==> config.mk <==
export PLATFORM = sky130hd
export DESIGN_NAME = tlafk_round
export DESIGN_NICKNAME = d
export VERILOG_FILES = /design/src/design/two_link_arm_forward_kinematics_top_defines.svh /design/src/design/tlafk_pkg.sv /design/src/design/tlafk_round.sv
export SDC_FILE = /design/constraint.sdc
export NUM_CORES = 1
export LEC_CHECK = 0
export BUFFER_PORTS_ARGS = -buffer_cell sky130_fd_sc_hd__clkbuf_2
export CELL_PAD_IN_SITES_DETAIL_PLACEMENT = 0
export CELL_PAD_IN_SITES_GLOBAL_PLACEMENT = 1
export CORE_ASPECT_RATIO = 0.75
export CORE_UTILIZATION = 37
export DETAILED_ROUTE_END_ITERATION = 16
export GPL_TIMING_DRIVEN = 0
export MAX_ROUTING_LAYER = met4
export PLACE_DENSITY_LB_ADDON = 0.05
export SLEW_MARGIN = 10
export SYNTH_ARGS = -nofsm -noshare
export SYNTH_HDL_FRONTEND = slang
export SYNTH_SLANG_ARGS = --single-unit
==> constraint.sdc <==
create_clock -name vclk -period 7.31
set_clock_uncertainty 0.15 [all_clocks]
set_input_delay 1.462 -clock vclk [all_inputs]
set_output_delay 1.462 -clock vclk [all_outputs]
set_load 0.005 [all_outputs]
==> src/design/two_link_arm_forward_kinematics_top_defines.svh <==
// Assertion helpers shared by the forward kinematics block.
// Each check samples on the rising edge of clock and is off while reset is high.
`ifndef TWO_LINK_ARM_FORWARD_KINEMATICS_TOP_DEFINES_SVH
`define TWO_LINK_ARM_FORWARD_KINEMATICS_TOP_DEFINES_SVH

// same-cycle implication
`define FK_ASSERT_IMPL(label, ante, cons) \
   label: assert property (@(posedge clock) disable iff (reset) (ante) |-> (cons)) \
      else $error("forward kinematics check failed");

// next-cycle implication
`define FK_ASSERT_NEXT(label, ante, cons) \
   label: assert property (@(posedge clock) disable iff (reset) (ante) |=> (cons)) \
      else $error("forward kinematics check failed");

`endif

==> src/design/tlafk_pkg.sv <==
package tlafk_pkg;

   localparam int ANGLE_BITS_DEF      = 16;
   localparam int SINE_TABLE_BITS_DEF = 10;

   localparam int LEN_BITS    = 16;
   localparam int FIELD_BITS  = 16;
   localparam int TRIG_BITS   = 18;
   localparam int ROM_BITS    = 17;
   localparam int PROD_BITS   = LEN_BITS + 1 + TRIG_BITS;
   localparam int SUM_BITS    = PROD_BITS + 1;
   localparam int COORD_BITS  = 18;
   localparam int RND_SHIFT   = 16;

   localparam logic [LEN_BITS-1:0] LINK_RESET = 16'd8192;
   localparam logic [63:0]         HALF_PI_Q30 = 64'd1686629713;
   localparam int                  COORD_MAX = 131071;
   localparam int                  COORD_MIN_MAG = 131072;

   localparam int CSR_ADDR_BITS = 3;
   localparam int CSR_DATA_BITS = 32;

   // register index taken from the word address
   localparam logic LINK1_IDX = 1'b0;
   localparam logic LINK2_IDX = 1'b1;

   typedef struct packed {
      logic [LEN_BITS-1:0] link1;
      logic [LEN_BITS-1:0] link2;
   } link_cfg_type;

   // quarter-wave sine entry k of a 2^tbits table, unsigned Q.16, clamped to 1.0
   function automatic logic [ROM_BITS-1:0] sine_entry(input int unsigned k,
                                                      input int unsigned tbits);
      logic [63:0]        x;
      logic [63:0]        x2;
      logic [63:0]        t;
      logic signed [63:0] acc;
      logic [63:0]        r;
      x   = (HALF_PI_Q30 * 64'(k) + (64'd1 << (tbits - 1))) >> tbits;
      x2  = (x * x) >> 30;
      acc = $signed(x);
      t   = ((x * x2) >> 30) / 64'd6;
      acc = acc - $signed(t);
      t   = ((t * x2) >> 30) / 64'd20;
      acc = acc + $signed(t);
      t   = ((t * x2) >> 30) / 64'd42;
      acc = acc - $signed(t);
      t   = ((t * x2) >> 30) / 64'd72;
      acc = acc + $signed(t);
      t   = ((t * x2) >> 30) / 64'd110;
      acc = acc - $signed(t);
      t   = ((t * x2) >> 30) / 64'd156;
      acc = acc + $signed(t);
      t   = ((t * x2) >> 30) / 64'd210;
      acc = acc - $signed(t);
      if (acc < 0) begin
         acc = 64'sd0;
      end
      r = ($unsigned(acc) + 64'd8192) >> 14;
      if (r > 64'd65536) begin
         r = 64'd65536;
      end
      return ROM_BITS'(r);
   endfunction

endpackage

==> src/design/tlafk_round.sv <==
module tlafk_round (
   input  logic signed [tlafk_pkg::SUM_BITS-1:0]   value,
   output logic signed [tlafk_pkg::COORD_BITS-1:0] coord
);
   import tlafk_pkg::*;

   localparam int RBITS = SUM_BITS - RND_SHIFT;
   localparam logic [RBITS-1:0] MAX_POS = RBITS'(COORD_MAX);
   localparam logic [RBITS-1:0] MAX_NEG = RBITS'(COORD_MIN_MAG);

   logic                neg;
   logic [SUM_BITS-1:0] mag;
   logic [SUM_BITS-1:0] mag_rnd;
   logic [RBITS-1:0]    rmag;

   assign neg     = value[SUM_BITS-1];
   assign mag     = neg ? $unsigned(-value) : $unsigned(value);
   // halves away from zero: round the magnitude, then restore the sign
   assign mag_rnd = mag + (SUM_BITS'(1) << (RND_SHIFT - 1));
   assign rmag    = mag_rnd[SUM_BITS-1:RND_SHIFT];

   always_comb begin
      if (!neg) begin
         coord = (rmag > MAX_POS) ? COORD_BITS'(MAX_POS) : $signed(rmag[COORD_BITS-1:0]);
      end else begin
         coord = (rmag > MAX_NEG) ? -$signed(COORD_BITS'(MAX_NEG))
                                  : -$signed(rmag[COORD_BITS-1:0]);
      end
   end

endmodule

* After elaboration in Yosys (flattened, before gate mapping) *
Index checks and enable logic that the tools add are counted.

storage, ports and cells
  bits in registers = 0
  bits of input ports = 36
  output and inout bits = 18
  word-level logic and storage cells = 9

cells by class
  $add $sub $neg = 3
  $lt $le $gt $ge = 2
  multiplexer cells = 4

operators with widths
  kind                                                                     count
  18-bit two-way mux                                                       3
  36-bit by 16-bit adder with 36-bit output (second input constant)        1
  36-bit two-way mux                                                       1
  36-bit negator                                                           1
  20-bit by 17-bit > comparator with 1-bit output (second input constant)  1
  20-bit by 18-bit > comparator with 1-bit output (second input constant)  1
  18-bit negator                                                           1

* Depth between registers and ports, before layout *
  word-level depth = 6
  mapped depth = 21
  gate-level depth less buffers = 16

* Worst setup path before layout *
Ideal clock, no wire load.

  kind = input to output
  start point = input value[35] (netlist bit)
  end point = output coord[6] (netlist bit)
  arrival time = 5931 ps
  required time = 5698 ps
  slack = -233 ps
  stages = 21
  buffers on the path = 7
  path through = clkbuf_1 clkbuf_1 buf_1 clkbuf_1 clkbuf_1 clkbuf_1 o21ai_0 xnor2_1 ha_1 xor2_1 xnor2_1 inv_1 ha_1 inv_1 a211oi_1 and3_1 nand4_1 o32ai_2 nor2_2 buf_6 a311oi_2

between the ends
  cells in the longest elaborated chain, start to end = 6
  elaborated cells on any way between the ends = 9
  classes of those cells = add/sub (3); order compare (2); mux (4)

RTL lines
  item                                                                                                                RTL line                              text
  start: declaration                                                                                                  tlafk_round.sv:2                      input logic signed [tlafk_pkg::SUM_BITS-1:0] value,
  36-bit negator                                                                                                      tlafk_round.sv:17                     assign mag = neg ? $unsigned(-value) : $unsigned(value);
  36-bit two-way mux                                                                                                  tlafk_round.sv:17
  36-bit by 16-bit adder with 36-bit output                                                                           tlafk_round.sv:19                     assign mag_rnd = mag + (SUM_BITS'(1) << (RND_SHIFT - 1));
  20-bit by 17-bit > comparator with 1-bit output or 20-bit by 18-bit > comparator with 1-bit output (tied branches)  tlafk_round.sv:24, tlafk_round.sv:26
  18-bit two-way mux, on equally long branches                                                                        tlafk_round.sv:24, tlafk_round.sv:26
  18-bit two-way mux (*)                                                                                              tlafk_round.sv:23                     if (!neg) begin
  end: declaration                                                                                                    tlafk_round.sv:3                      output logic signed [tlafk_pkg::COORD_BITS-1:0] coord

Mark *: on every way between the ends. The rest lies on a longest branch, timed or not.

* Worst setup path after layout *
  start point = input value[12] (netlist bit)
  end point = output coord[6] (netlist bit)

between the ends
  cells in the longest elaborated chain, start to end = 6
  elaborated cells on any way between the ends = 9
  classes of those cells = add/sub (3); order compare (2); mux (4)

RTL lines
  item                                           RTL line                              text
  36-bit negator                                 tlafk_round.sv:17
  36-bit two-way mux (*)                         tlafk_round.sv:17
  36-bit by 16-bit adder with 36-bit output (*)  tlafk_round.sv:19
  18-bit negator, or another cell as far along   tlafk_round.sv:27                     : -$signed(rmag[COORD_BITS-1:0]);
  18-bit two-way mux, on equally long branches   tlafk_round.sv:26, tlafk_round.sv:24
  18-bit two-way mux (*)                         tlafk_round.sv:23

Marked as above.

==> parameters.txt <==
Parameter                              Value

Yosys
  Warnings from Yosys ... 0
  Sequential fraction of the synthesis area ... 0
  Number of distinct library cell variants in the gate-level netlist after synthesis ... 75
  Post-Synthesis Cells ... 342
  Synthesized Nets ... 381
  Post-Synthesis Cell Area ... 2310 sq um
  Mean instance size in the synthesized netlist ... 6.75 sq um

Global routing
  Via count of the first global-routing pass ... 2602
  GRT overflow ... 0
  Number of antenna violations at the first check in global routing ... 0
  Pin count of the biggest net entering global routing ... 29
  First-pass GRT wire length ... 13.2 mm
  Combined global-route utilization of all metal layers ... 0.253

Timing
  Post-route clock period utilization ... 0.964
  Final hold violations ... 0
  Slew of the pin with the lowest slew margin ... 661 ps
  Sum of negative setup slack ... 0 ps
  Headroom to the max-slew limit ... 0.558
  Crit path time final ... 7050 ps
  Final number of setup-violating endpoints ... 0
  Peak Freq ... 0.142 GHz
  Final Slew Violations ... 0

Drt
  Vias after detailed routing ... 2973
  Count of nets left with antenna violations after detail routing ... 0
  Routed length per instance ... 17.0 microns
  # DRC ... 0
  Final wirelength ... 8.06 mm
  Via-per-instance ratio ... 6.26
  Drt first-iter violations ... 264
  Router iterations before antenna repair ... 5

Finish
  Final-layout fill cell count ... 644
  Seq Cell Count ... 0
  Area overhead of the layout relative to synthesis ... 21.9%
  Fin util ... 0.475
  Commonest cells after routing, fill and taps aside ... clkbuf_2 (46), nand2_1 (34), nor2_1 (27)
  Count of clock-net buffers in the final layout ... 0
  Area of all sequential standard cells ... 0 sq um
  Area of the multi-input gates ... 2220 sq um
  Number of nets at the end of the flow ... 438
  Fraction of final layout cells sized beyond drive strength 1 ... 0.259
  Most frequent standard cell in the layout excluding fill and tap cells ... clkbuf_2
  Design Area, Final ... 2810 sq um
  Antenna diodes ... 0

Floorplan
  Full die area ... 6560 sq um
  Starting density of the core ... 0.390
  Core outline area ... 5920 sq um
  Die boundary height ... 70.4 microns
  Die width ... 93.2 microns
  Cell Rows ... 24
  Number of placed I/O pins ... 54

Power
  Leakage Power ... 1.01 nW
  IR drop worst, VDD ... 0.0221 mV
  PnR Total Power ... 0.000176 W
  Power per cell area ... 62.6 nW/um^2

Setup path
  Critical Path AT ... 5430 ps
  Setup crit start ... value[12]
  Startpoint type of the worst setup path ... input port
  Worst Path Max Fanout ... 10
  Endpoint of the worst setup timing path ... coord[6]
  CP Class ... input port to output pin
  Worst EP required ... 5700 ps
  Crit. End Element ... output pin

Min path
  Hold WC Path Type ... input port to output pin
  Cell depth of the worst min-delay path ... 4
  Source of the worst hold timing path ... value[21]

Clocking
  Number of hold buffers added after cts ... 0

Placed design
  Total half-perimeter wirelength after legalization and detailed placement ... 6.53 mm
  GPL Wtd Cong ... 0.932
  Port bufs ... 47
  Instance area at placement ... 2640 sq um

Run status
  Outcome ... complete, no violations

Flow run
  Maximum Capacitance Violations ... 0
[critical path, cell delays in order]
cell and delay [ps]:
clkbuf_2 90, nor4_2 280, buf_4 170, nand4_1 240, buf_4 240, nand2_1 70, xnor2_1 110, ha_2 250
buf_4 130, inv_1 70, a21o_1 330, or4_1 550, a21oi_1 250, o221ai_2 170, o32ai_4 340, nor2_2 110
buf_6 170, a311oi_2 240, clkbuf_2 150
[metal layers]
metal | vias to the layer above | wire, microns | global-route usage | part of all wire
met1 | 1389 | 4080 | 0.388 | 0.51
met5 | - | 0 | - | 0
met4 | 0 | 23 | 0.0256 | 0.0029
met2 | 133 | 3440 | 0.375 | 0.43
met3 | 2 | 527 | 0.00980 | 0.065
li1 | 1449 | - | - | -
[where the power goes]
part,total (W),internal [W],switching (W)
Sequential,0,0,0
Clock,0,0,0
Combinational,0.000176,0.0000707,0.000105
Total,0.000176,0.0000707,0.000105
[synth_stat cells (3+ instances only)]
master / count / area, sq um
nor4_1: 4 / 25.0
and4_1: 7 / 61.3
and2_1: 5 / 31.3
a22o_1: 3 / 26.3
or3_1: 3 / 18.8
mux2i_1: 4 / 40.0
xor2_1: 12 / 105
and3_1: 5 / 31.3
a21oi_1: 15 / 75.1
nand4_1: 16 / 100
a31oi_1: 6 / 37.5
o211ai_1: 5 / 37.5
nand3_1: 12 / 60.1
a32o_1: 3 / 30.0
a211oi_1: 3 / 22.5
nor3_1: 14 / 70.1
or2_2: 3 / 18.8
a21o_1: 3 / 22.5
nor2b_1: 4 / 25.0
nor4_4: 3 / 63.8
o31ai_1: 4 / 30.0
or4_1: 3 / 22.5
nand2b_1: 4 / 25.0
a311oi_2: 3 / 45.0
nand2_1: 34 / 128
clkbuf_1: 22 / 82.6
inv_1: 10 / 37.5
ha_1: 3 / 37.5
a41oi_1: 4 / 35.0
xnor2_1: 19 / 166
o21ai_0: 18 / 90.1
a32oi_1: 4 / 35.0
a221oi_2: 3 / 45.0
a311oi_1: 3 / 26.3
nor2_1: 27 / 101
[worst min path at each step]
stage	end	slack [ps]
floorplan	coord[5]	3030
global placement	coord[5]	3390
detailed placement	coord[5]	3400
CTS	coord[5]	3400
global route	coord[5]	3390
finish	coord[5]	3340
[area by class of cell]
cell class / count / share of cell area
multi-input combinational: 305 / 0.789
timing repair buffer: 59 / 0.117
buffer: 23 / 0.0463
tap: 78 / 0.0347
inverter: 10 / 0.0133
[through the flow]
stage	setup slack (ps)	cells	hold slack [ps]
2_1_floorplan	12.6	342	3030
3_3_place_gp	-1960	467	3390
3_5_place_dp	-1790	467	3400
4_1_cts	80.4	468	3400
5_1_grt	-10.5	475	3390
6_report	264	475	3340
[repair_timing]
action                                  in CTS  in global routing
endpoints found under the setup margin      18                 16
pin swaps                                    1                  3
resized for setup                           12                 11
buffers inserted                             4                  8
[cell families after synthesis]
| logic type | count (synthesis) | synth area share |
|---|---|---|
| AND/OR/NAND/NOR | 157 | 0.400 |
| AO/OA/AOI/OAI | 108 | 0.371 |
| buffers and inverters | 37 | 0.0678 |
| XOR/XNOR | 31 | 0.118 |
| multiplexers | 6 | 0.0271 |
| adder cells (fa/ha/maj) | 3 | 0.0163 |
(Power assumes the default switching activity.)
