<file path="config.mk">
export PLATFORM = sky130hd
export DESIGN_NAME = tlafk_csr
export DESIGN_NICKNAME = d
export VERILOG_FILES = /design/src/design/two_link_arm_forward_kinematics_top_defines.svh /design/src/design/tlafk_pkg.sv /design/src/design/tlafk_csr.sv
export SDC_FILE = /design/constraint.sdc
export NUM_CORES = 1
export LEC_CHECK = 0
export ABC_CLOCK_PERIOD_IN_PS = 800
export BUFFER_PORTS_ARGS = -buffer_cell sky130_fd_sc_hd__buf_2
export CAP_MARGIN = 5
export CORE_ASPECT_RATIO = 0.6
export CORE_MARGIN = 2
export CORE_UTILIZATION = 38
export CTS_CLUSTER_SIZE = 40
export DETAILED_ROUTE_END_ITERATION = 8
export GPL_TIMING_DRIVEN = 0
export PLACE_DENSITY = 0.75
export SLEW_MARGIN = 20
export SYNTH_ARGS = -nofsm -noshare
export SYNTH_HDL_FRONTEND = slang
export SYNTH_SLANG_ARGS = --single-unit
</file>
<file path="constraint.sdc">
create_clock -name clock -period 0.8 [get_ports clock]
set_input_delay 0.12 -clock clock [delete_from_list [all_inputs] [get_ports clock]]
set_output_delay 0.12 -clock clock [all_outputs]
set_load 0.05 [all_outputs]
</file>
<file path="src/design/two_link_arm_forward_kinematics_top_defines.svh">
// Assertion helpers shared by the forward kinematics block.
// Each check samples on the rising edge of clock and is off while reset is high.
`ifndef TWO_LINK_ARM_FORWARD_KINEMATICS_TOP_DEFINES_SVH
`define TWO_LINK_ARM_FORWARD_KINEMATICS_TOP_DEFINES_SVH

// same-cycle implication
`define FK_ASSERT_IMPL(label, ante, cons) \
   label: assert property (@(posedge clock) disable iff (reset) (ante) |-> (cons)) \
      else $error("forward kinematics check failed");

// next-cycle implication
`define FK_ASSERT_NEXT(label, ante, cons) \
   label: assert property (@(posedge clock) disable iff (reset) (ante) |=> (cons)) \
      else $error("forward kinematics check failed");

`endif

</file>
<file path="src/design/tlafk_pkg.sv">
package tlafk_pkg;

   localparam int ANGLE_BITS_DEF      = 16;
   localparam int SINE_TABLE_BITS_DEF = 10;

   localparam int LEN_BITS    = 16;
   localparam int FIELD_BITS  = 16;
   localparam int TRIG_BITS   = 18;
   localparam int ROM_BITS    = 17;
   localparam int PROD_BITS   = LEN_BITS + 1 + TRIG_BITS;
   localparam int SUM_BITS    = PROD_BITS + 1;
   localparam int COORD_BITS  = 18;
   localparam int RND_SHIFT   = 16;

   localparam logic [LEN_BITS-1:0] LINK_RESET = 16'd8192;
   localparam logic [63:0]         HALF_PI_Q30 = 64'd1686629713;
   localparam int                  COORD_MAX = 131071;
   localparam int                  COORD_MIN_MAG = 131072;

   localparam int CSR_ADDR_BITS = 3;
   localparam int CSR_DATA_BITS = 32;

   // register index taken from the word address
   localparam logic LINK1_IDX = 1'b0;
   localparam logic LINK2_IDX = 1'b1;

   typedef struct packed {
      logic [LEN_BITS-1:0] link1;
      logic [LEN_BITS-1:0] link2;
   } link_cfg_type;

   // quarter-wave sine entry k of a 2^tbits table, unsigned Q.16, clamped to 1.0
   function automatic logic [ROM_BITS-1:0] sine_entry(input int unsigned k,
                                                      input int unsigned tbits);
      logic [63:0]        x;
      logic [63:0]        x2;
      logic [63:0]        t;
      logic signed [63:0] acc;
      logic [63:0]        r;
      x   = (HALF_PI_Q30 * 64'(k) + (64'd1 << (tbits - 1))) >> tbits;
      x2  = (x * x) >> 30;
      acc = $signed(x);
      t   = ((x * x2) >> 30) / 64'd6;
      acc = acc - $signed(t);
      t   = ((t * x2) >> 30) / 64'd20;
      acc = acc + $signed(t);
      t   = ((t * x2) >> 30) / 64'd42;
      acc = acc - $signed(t);
      t   = ((t * x2) >> 30) / 64'd72;
      acc = acc + $signed(t);
      t   = ((t * x2) >> 30) / 64'd110;
      acc = acc - $signed(t);
      t   = ((t * x2) >> 30) / 64'd156;
      acc = acc + $signed(t);
      t   = ((t * x2) >> 30) / 64'd210;
      acc = acc - $signed(t);
      if (acc < 0) begin
         acc = 64'sd0;
      end
      r = ($unsigned(acc) + 64'd8192) >> 14;
      if (r > 64'd65536) begin
         r = 64'd65536;
      end
      return ROM_BITS'(r);
   endfunction

endpackage

</file>
<file path="src/design/tlafk_csr.sv">
module tlafk_csr (
   input  logic                                clock,
   input  logic                                reset,
   input  logic                                csr_psel,
   input  logic                                csr_penable,
   input  logic                                csr_pwrite,
   input  logic [tlafk_pkg::CSR_ADDR_BITS-1:0] csr_paddr,
   input  logic [tlafk_pkg::CSR_DATA_BITS-1:0] csr_pwdata,
   output logic [tlafk_pkg::CSR_DATA_BITS-1:0] csr_prdata,
   output logic                                csr_pready,
   output tlafk_pkg::link_cfg_type             link_cfg
);
   import tlafk_pkg::*;

   logic [LEN_BITS-1:0] link1_ff;
   logic [LEN_BITS-1:0] link1_in;
   logic [LEN_BITS-1:0] link2_ff;
   logic [LEN_BITS-1:0] link2_in;
   logic                wr_en;
   logic                reg_idx;

   assign csr_pready = 1'b1;
   assign wr_en      = csr_psel & csr_penable & csr_pwrite & csr_pready;
   // word address selects the register, byte offset is ignored
   assign reg_idx    = csr_paddr[CSR_ADDR_BITS-1];

   always_comb begin
      link1_in = link1_ff;
      link2_in = link2_ff;
      if (wr_en) begin
         case (reg_idx)
            LINK1_IDX: link1_in = csr_pwdata[LEN_BITS-1:0];
            LINK2_IDX: link2_in = csr_pwdata[LEN_BITS-1:0];
            default:   link1_in = link1_ff;
         endcase
      end
   end

   always_comb begin
      case (reg_idx)
         LINK1_IDX: csr_prdata = CSR_DATA_BITS'(link1_ff);
         LINK2_IDX: csr_prdata = CSR_DATA_BITS'(link2_ff);
         default:   csr_prdata = '0;
      endcase
   end

   always_ff @(posedge clock) begin
      if (reset) begin
         link1_ff <= LINK_RESET;
         link2_ff <= LINK_RESET;
      end else begin
         link1_ff <= link1_in;
         link2_ff <= link2_in;
      end
   end

   assign link_cfg.link1 = link1_ff;
   assign link_cfg.link2 = link2_ff;

endmodule

</file>
# Yosys cells after proc, flatten, opt, wreduce, memory -nomap -nowiden
# Index checks and enable logic that the tools add are counted.
# Widths: inputs -> output; s select.
[word_totals] wordCells=8 regBits=32
[classes] bitwise_logic=3 reduce_logical=2 mux=1
[ops] op="$pmux 32 s2" count=1
[ops] op="$reduce_and 2->1" count=2
[ops] op="$and 1x1->1" count=2
[ops] op="$not 1->1" count=1

# Logic depth before layout (Yosys ltp)
# Gate-level depths: netlist (run 1).
[depth] ltp_word=3 mapped_depth=4 mapped_depth_nobuf=2

# Least setup slack after synthesis (run 1)
# No wires, ideal clock.
[synth_timing] path_kind="register -> output" startpoint="register link2_ff[0]" endpoint="output port csr_prdata[0] (netlist name)" arrival_ps=1049 stages_incl_launch_ff=2 path_slack_ps=-369 n_path_buf=0 required_ps=680 path_cell_list="dfxtp_1 -> mux2_2"
[synth_via] elab_chain_len=1
[synth_rtl] item="start, declared" line="tlafk_csr.sv:17" rtl="logic [LEN_BITS-1:0] link2_ff;"
[synth_rtl] item="start signal, assigned" line="tlafk_csr.sv:53" rtl="link2_ff <= link2_in;"
[synth_rtl] item="$pmux 32 s2" line="tlafk_csr.sv:40" rtl="case (reg_idx)"
[synth_rtl] item="end, declared" line="tlafk_csr.sv:9" rtl="output logic [tlafk_pkg::CSR_DATA_BITS-1:0] csr_prdata,"
# No other way between the ends. The select of a mux whose other input is x is not followed.

# Final worst setup path (run 1)
[layout_timing] startpoint="register link2_ff[12]" endpoint="output port csr_prdata[12] (netlist name)"
# Same word-level chain as after synthesis.

==> results of run 1 <==
-- layout make-up --
type | count | area, um2
multi-input combinational | 117 | 1010
fill | 257 | 888
timing repair buffer | 100 | 1150
buffer | 27 | 224
sequential | 32 | 761
clock buffer | 7 | 76.3
clock inverter | 1 | 3.75
tap | 60 | 75.1
-- cells in the final DEF (no fill, tap or decap) --
master	n
and4_1	1
and4b_1	1
buf_12	2
buf_2	21
buf_4	21
buf_6	34
buf_8	45
clkbuf_1	4
clkbuf_2	2
clkbuf_8	5
clkinv_1	1
conb_1	17
dfxtp_4	32
mux2_4	16
mux2i_1	32
nand2b_1	40
nand2b_4	5
nand4_1	1
nand4b_4	1
nor2_1	2
nor2_2	1
-- worst min-delay path: stages --
cell and delay, ps:
buf_2 90, nand2b_1 80, mux2i_1 60
-- stage by stage --
step / setup WS [ps] / util / total power (uW) / hold WS [ps] / setup TNS [ps]
2_1_floorplan: -81.6 / - / 2270 / 285 / -1230
3_3_place_gp: -380 / 0.564 / 2430 / 396 / -11330
3_5_place_dp: -383 / 0.564 / 2430 / 408 / -11570
4_1_cts: -370 / 0.740 / 3750 / 117 / -10810
5_1_grt: -411 / 0.788 / 3950 / 115 / -12860
6_report: -394 / 0.788 / 3800 / 121 / -11360
-- metal layers --
metal  track usage  part of all wire
met4        0.0264            0.0018
met2         0.338              0.49
met5             0                 0
met3        0.0569             0.044
met1         0.275              0.46
-- cells in the mapped netlist (all sizes together) --
master / instances / share of area
buf: 23 / 0.11
and4: 1 / 0.0052
mux2: 16 / 0.11
nor2: 3 / 0.0066
clkbuf: 4 / 0.0089
and4b: 1 / 0.0059
nand2b: 45 / 0.17
mux2i: 32 / 0.19
conb: 2 / 0.0044
dfxtp: 32 / 0.38
nand4b: 1 / 0.014
nand4: 1 / 0.0037
-- power by group through the flow --
stage | Combinational [uW] | Sequential [uW] | Clock [uW]
after floorplan | 544 | 1730 | 0
after detailed placement | 825 | 1610 | 0
after global routing | 1100 | 1580 | 1270
final | 1060 | 1580 | 1170
after CTS | 988 | 1580 | 1190
after global placement | 821 | 1610 | 0
-- worst paths after layout --
path,to,slack (ps),depth (start not counted)
setup / recovery,csr_prdata[12],-390,2
hold / removal,link2_ff[7]$_SDFFE_PP0P_,120,3
setup reg to reg,link1_ff[12]$_SDFFE_PP0P_,-130,5
hold reg to reg,link2_ff[9]$_SDFFE_PP0P_,510,2
-- kinds of logic after synthesis --
logic type	count (synthesis)
AND/OR/NAND/NOR	52
multiplexers	48
flip-flops	32
buffers and inverters	27
other	2
-- registers in the layout, indices dropped and copies added, names as in the netlist --
signal	cells
link1_ff	16
link2_ff	16
-- what timing repair did --
action / in CTS / in global routing
resized for setup: 151 / 42
buffers inserted: 20 / 26
endpoints found under the setup margin: 48 / 62
hold endpoints to repair: 0 / 0
==> impl_metrics.toml, run 1 <==
[run_status]
outcome = "complete, but fails checks"
violations = "negative setup slack"

[clock_tree]
cts_buffer_depth = 2
postCtsHoldBufs = 0
cts_num_sinks = 32
clk_latency_ps = 270
root_buffer = "clkbuf_8"
clk_pin_slew_ps = 70
cts_tree = "yes"
htreeDepth = 2
cts_made_buffers = 5

[synthesis]
yosys.area_share.simple = 0.202
avgSynthCellArea_um2 = 10.5
synth_top_family_by_area = "multiplexers"
synth_adder_area_share = 0
synth_sequential_area_ratio = 0.378
ys_ff_latch = 32
synthMuxAreaShare = 0.295
synth_cell_types = 14
yosys_warnings = 0
synth_compound_area_frac = 0
syn_area_um2 = 1690
syn_inst = 161
synth-xor-area-share = 0

[critical_path]
cp.arrival_ps = 1070
path_cells = "mux2_4 > buf_8"
slowest_delay_ps = 360
worst_ep_required_time_ps = 680
cp-start-kind = "flip-flop"
cp_max_fo = 3
worstReg2RegStart = "link1_ff[12]$_SDFFE_PP0P_"
cp_slowest_cell = "dfxtp_4"
path_buf_inv = 1
path_delay_family = "flip-flops"
cp-end-kind = "primary output"
worstSetupPathType = "flip-flop to primary output"
cp-startpoint = "link2_ff[12]$_SDFFE_PP0P_"

[floorplan]
die_h_um = 55.7
num_rows = 18
die_w_um = 90.2
placeableCoreArea_um2 = 4190
dieArea_um2 = 5030
io_pins = 105
start_util = 0.404

[drt]
postRouteAntennaNets = 0
first_pass_iters = 3
num_vias = 1500
drc = 0
vias_per_cell = 4.36
wl_per_cell_um = 15.8
wl_um = 5420
drtIter0Drc = 26

[global_route]
overflow = 0
grt_max_degree = 11
grt_pass1_vias = 1499
antenna_found_initial = 0
track_usage = 0.205
grt_pass1_wl_um = 8000

[job]
maxCapViolations = 0

[power_and_ir_drop]
switching_share = 0.315
leakage_uw = 0.00158
combPwrFrac = 0.278
p_seq_frac = 0.415
power_switching_uw = 1200
p_int_uw = 2600
ir_drop_v = 0.000984
power.share.clock = 0.307
power.density_nw_per_um2 = 1150

[finish]
syn_to_final_growth_pct = 94.8
num_antenna_cells = 0
stdcell_area_um2 = 3300
stdcell_count = 344
layout-drive-gt1-share = 0.651
nNetsFinal = 323

[hold_path]
hp-start = "csr_pwdata[7]"
hold_class = "input port to flip-flop"

[sta]
setup_ws_ps = -394
setup_viol = 50
fmax_mhz = 838
timing.final.crit_share = 1.49
skew_ps = 0
rsz0062_at_grt = "yes"
hold_violations = 0
slew_viol_final = 0
timing.final.crit_period_ps = 1190

[placement]
gp_congestion = 0.715
placed_cell_area_um2 = 2360
hpwl_um = 3090
place_inst = 304
port-buffer-count = 68
(Power assumes the default switching activity.)
==> run 2, diff against run 1 <==
--- a/config.mk
+++ b/config.mk
@@ -9,7 +9,6 @@
 export BUFFER_PORTS_ARGS = -buffer_cell sky130_fd_sc_hd__buf_2
 export CAP_MARGIN = 5
 export CORE_ASPECT_RATIO = 0.6
-export CORE_MARGIN = 2
 export CORE_UTILIZATION = 38
 export CTS_CLUSTER_SIZE = 40
 export DETAILED_ROUTE_END_ITERATION = 8
==> run 2 against run 1 <==
Effect of this change: the run still ends with negative setup slack left; die area is 5.7% lower; wire length is 8.9% lower; sequential cell count stayed put; critical path type unchanged.
==> impl_metrics.toml, run 2 (synthesis gave the netlist of run 1 again) <==
[drt]
num_vias = 1480
wl_per_cell_um = 14.4
drc = 0
first_pass_iters = 4
postRouteAntennaNets = 0
vias_per_cell = 4.33
wl_um = 4940
drtIter0Drc = 43

[clock_tree]
clk_latency_ps = 280
clk_pin_slew_ps = 70
postCtsHoldBufs = 0
cts_tree = "yes"
htreeDepth = 2
cts_num_sinks = 32
cts_made_buffers = 5
root_buffer = "clkbuf_8"
cts_buffer_depth = 2

[power_and_ir_drop]
power.density_nw_per_um2 = 1160
power_uw = 3810
power_switching_uw = 1230
leakage_uw = 0.00157
switching_share = 0.322
power.share.clock = 0.313
combPwrFrac = 0.273
p_int_uw = 2580
p_seq_frac = 0.414
ir_drop_v = 0.000741

[floorplan]
io_pins = 105
placeableCoreArea_um2 = 4190
die_h_um = 53.7
die_w_um = 88.2
dieArea_um2 = 4740
start_util = 0.404
num_rows = 18

[finish]
final_common_cell = "buf_8"
nNetsFinal = 321
largestRegisters = "link1_ff (16), link2_ff (16)"
num_antenna_cells = 0
syn_to_final_growth_pct = 93.9
layout-drive-gt1-share = 0.649
stdcell_count = 342
layout_common_cells = "buf_8, nand2b_1, buf_6"

[critical_path]
worst_ep_required_time_ps = 680
path_delay_family = "flip-flops"
path_buf_inv = 1
cp_max_fo = 2
cp_slowest_cell = "dfxtp_4"
cp-end-kind = "primary output"
cp.arrival_ps = 1070
cp-start-kind = "flip-flop"
path_cells = "mux2_4 > buf_8"
slowest_delay_ps = 350
worstSetupPathType = "flip-flop to primary output"

[global_route]
busiest_layer = "met2"
grtUsageMet2 = 0.359
track_usage = 0.207
antenna_found_initial = 0
overflow = 0
met1_usage = 0.257
grt_pass1_wl_um = 7020
use_met3 = 0.0552
grt_pass1_vias = 1449
grt_max_degree = 11

[sta]
timing.final.crit_period_ps = 1190
skew_ps = 0
setup_viol = 49
fmax_mhz = 843
rsz0062_at_grt = "yes"
slew_viol_final = 0
hold_slack_ps = 105
hold_violations = 0
setup_ws_ps = -387
timing.final.crit_share = 1.48

[placement]
place_inst = 304
post-place-ws_ps = -393
hpwl_um = 2980
port-buffer-count = 68
gp_congestion = 0.710

[run_status]
violations = "negative setup slack"
outcome = "complete, but fails checks"

[job]
maxCapViolations = 0

[hold_path]
hold_class = "input port to flip-flop"
run 2: worst paths after layout:
| kind | slack, ps | cells after the start | to | start |
|---|---|---|---|---|
| max | -390 | 2 | csr_prdata[2] | link1_ff[2]$_SDFFE_PP0P_ |
| min | 110 | 3 | link1_ff[13]$_SDFFE_PP1P_ | csr_pwdata[13] |
| max reg2reg | -20 | 3 | link1_ff[10]$_SDFFE_PP0P_ | link1_ff[10]$_SDFFE_PP0P_ |
| min reg2reg | 510 | 2 | link2_ff[9]$_SDFFE_PP0P_ | link2_ff[9]$_SDFFE_PP0P_ |
run 2: what timing repair did:
| action | 4_1_cts | 5_1_grt |
|---|---|---|
| endpoints found under the setup margin | 48 | 62 |
| cloned | 0 | 0 |
| setup buffers | 17 | 21 |
| gates resized for setup | 154 | 33 |
run 2: power groups by stage:
| stage | registers [uW] | logic (uW) | clock network, uW |
|---|---|---|---|
| detailed placement | 1610 | 824 | 0 |
| CTS | 1580 | 984 | 1210 |
| global placement | 1610 | 819 | 0 |
| finish | 1580 | 1040 | 1190 |
| global route | 1580 | 1090 | 1290 |
| floorplan | 1730 | 544 | 0 |
run 2: per-stage QoR:
step / cell area, um2 / utilization / setup TNS, ps
final: 3290 / 0.784 / -11820
after global routing: 3290 / 0.784 / -13040
after CTS: 3090 / 0.738 / -11160
after detailed placement: 2360 / 0.564 / -11770
after global placement: 2360 / 0.564 / -10890
after floorplan: 1950 / - / -1230
run 2: final cells by class:
cell class	instances	area, um2
buffer	27	224
clock buffer	5	68.8
clock inverter	3	13.8
fill	287	903
multi-input combinational	117	996
sequential	32	761
tap	60	75.1
timing repair buffer	98	1150
run 2: tightest hold or removal path: cells and delay by family:
kind / cells / cell delay (ps)
AND/OR/NAND/NOR: 1 / 40
buffers and inverters: 1 / 80
multiplexers: 1 / 100
run 2: per-layer routing:
layer | up-vias | routed length (um)
li1 | 742 | -
met1 | 670 | 2270
met2 | 57 | 2320
met3 | 11 | 269
met4 | 0 | 80
met5 | - | 0
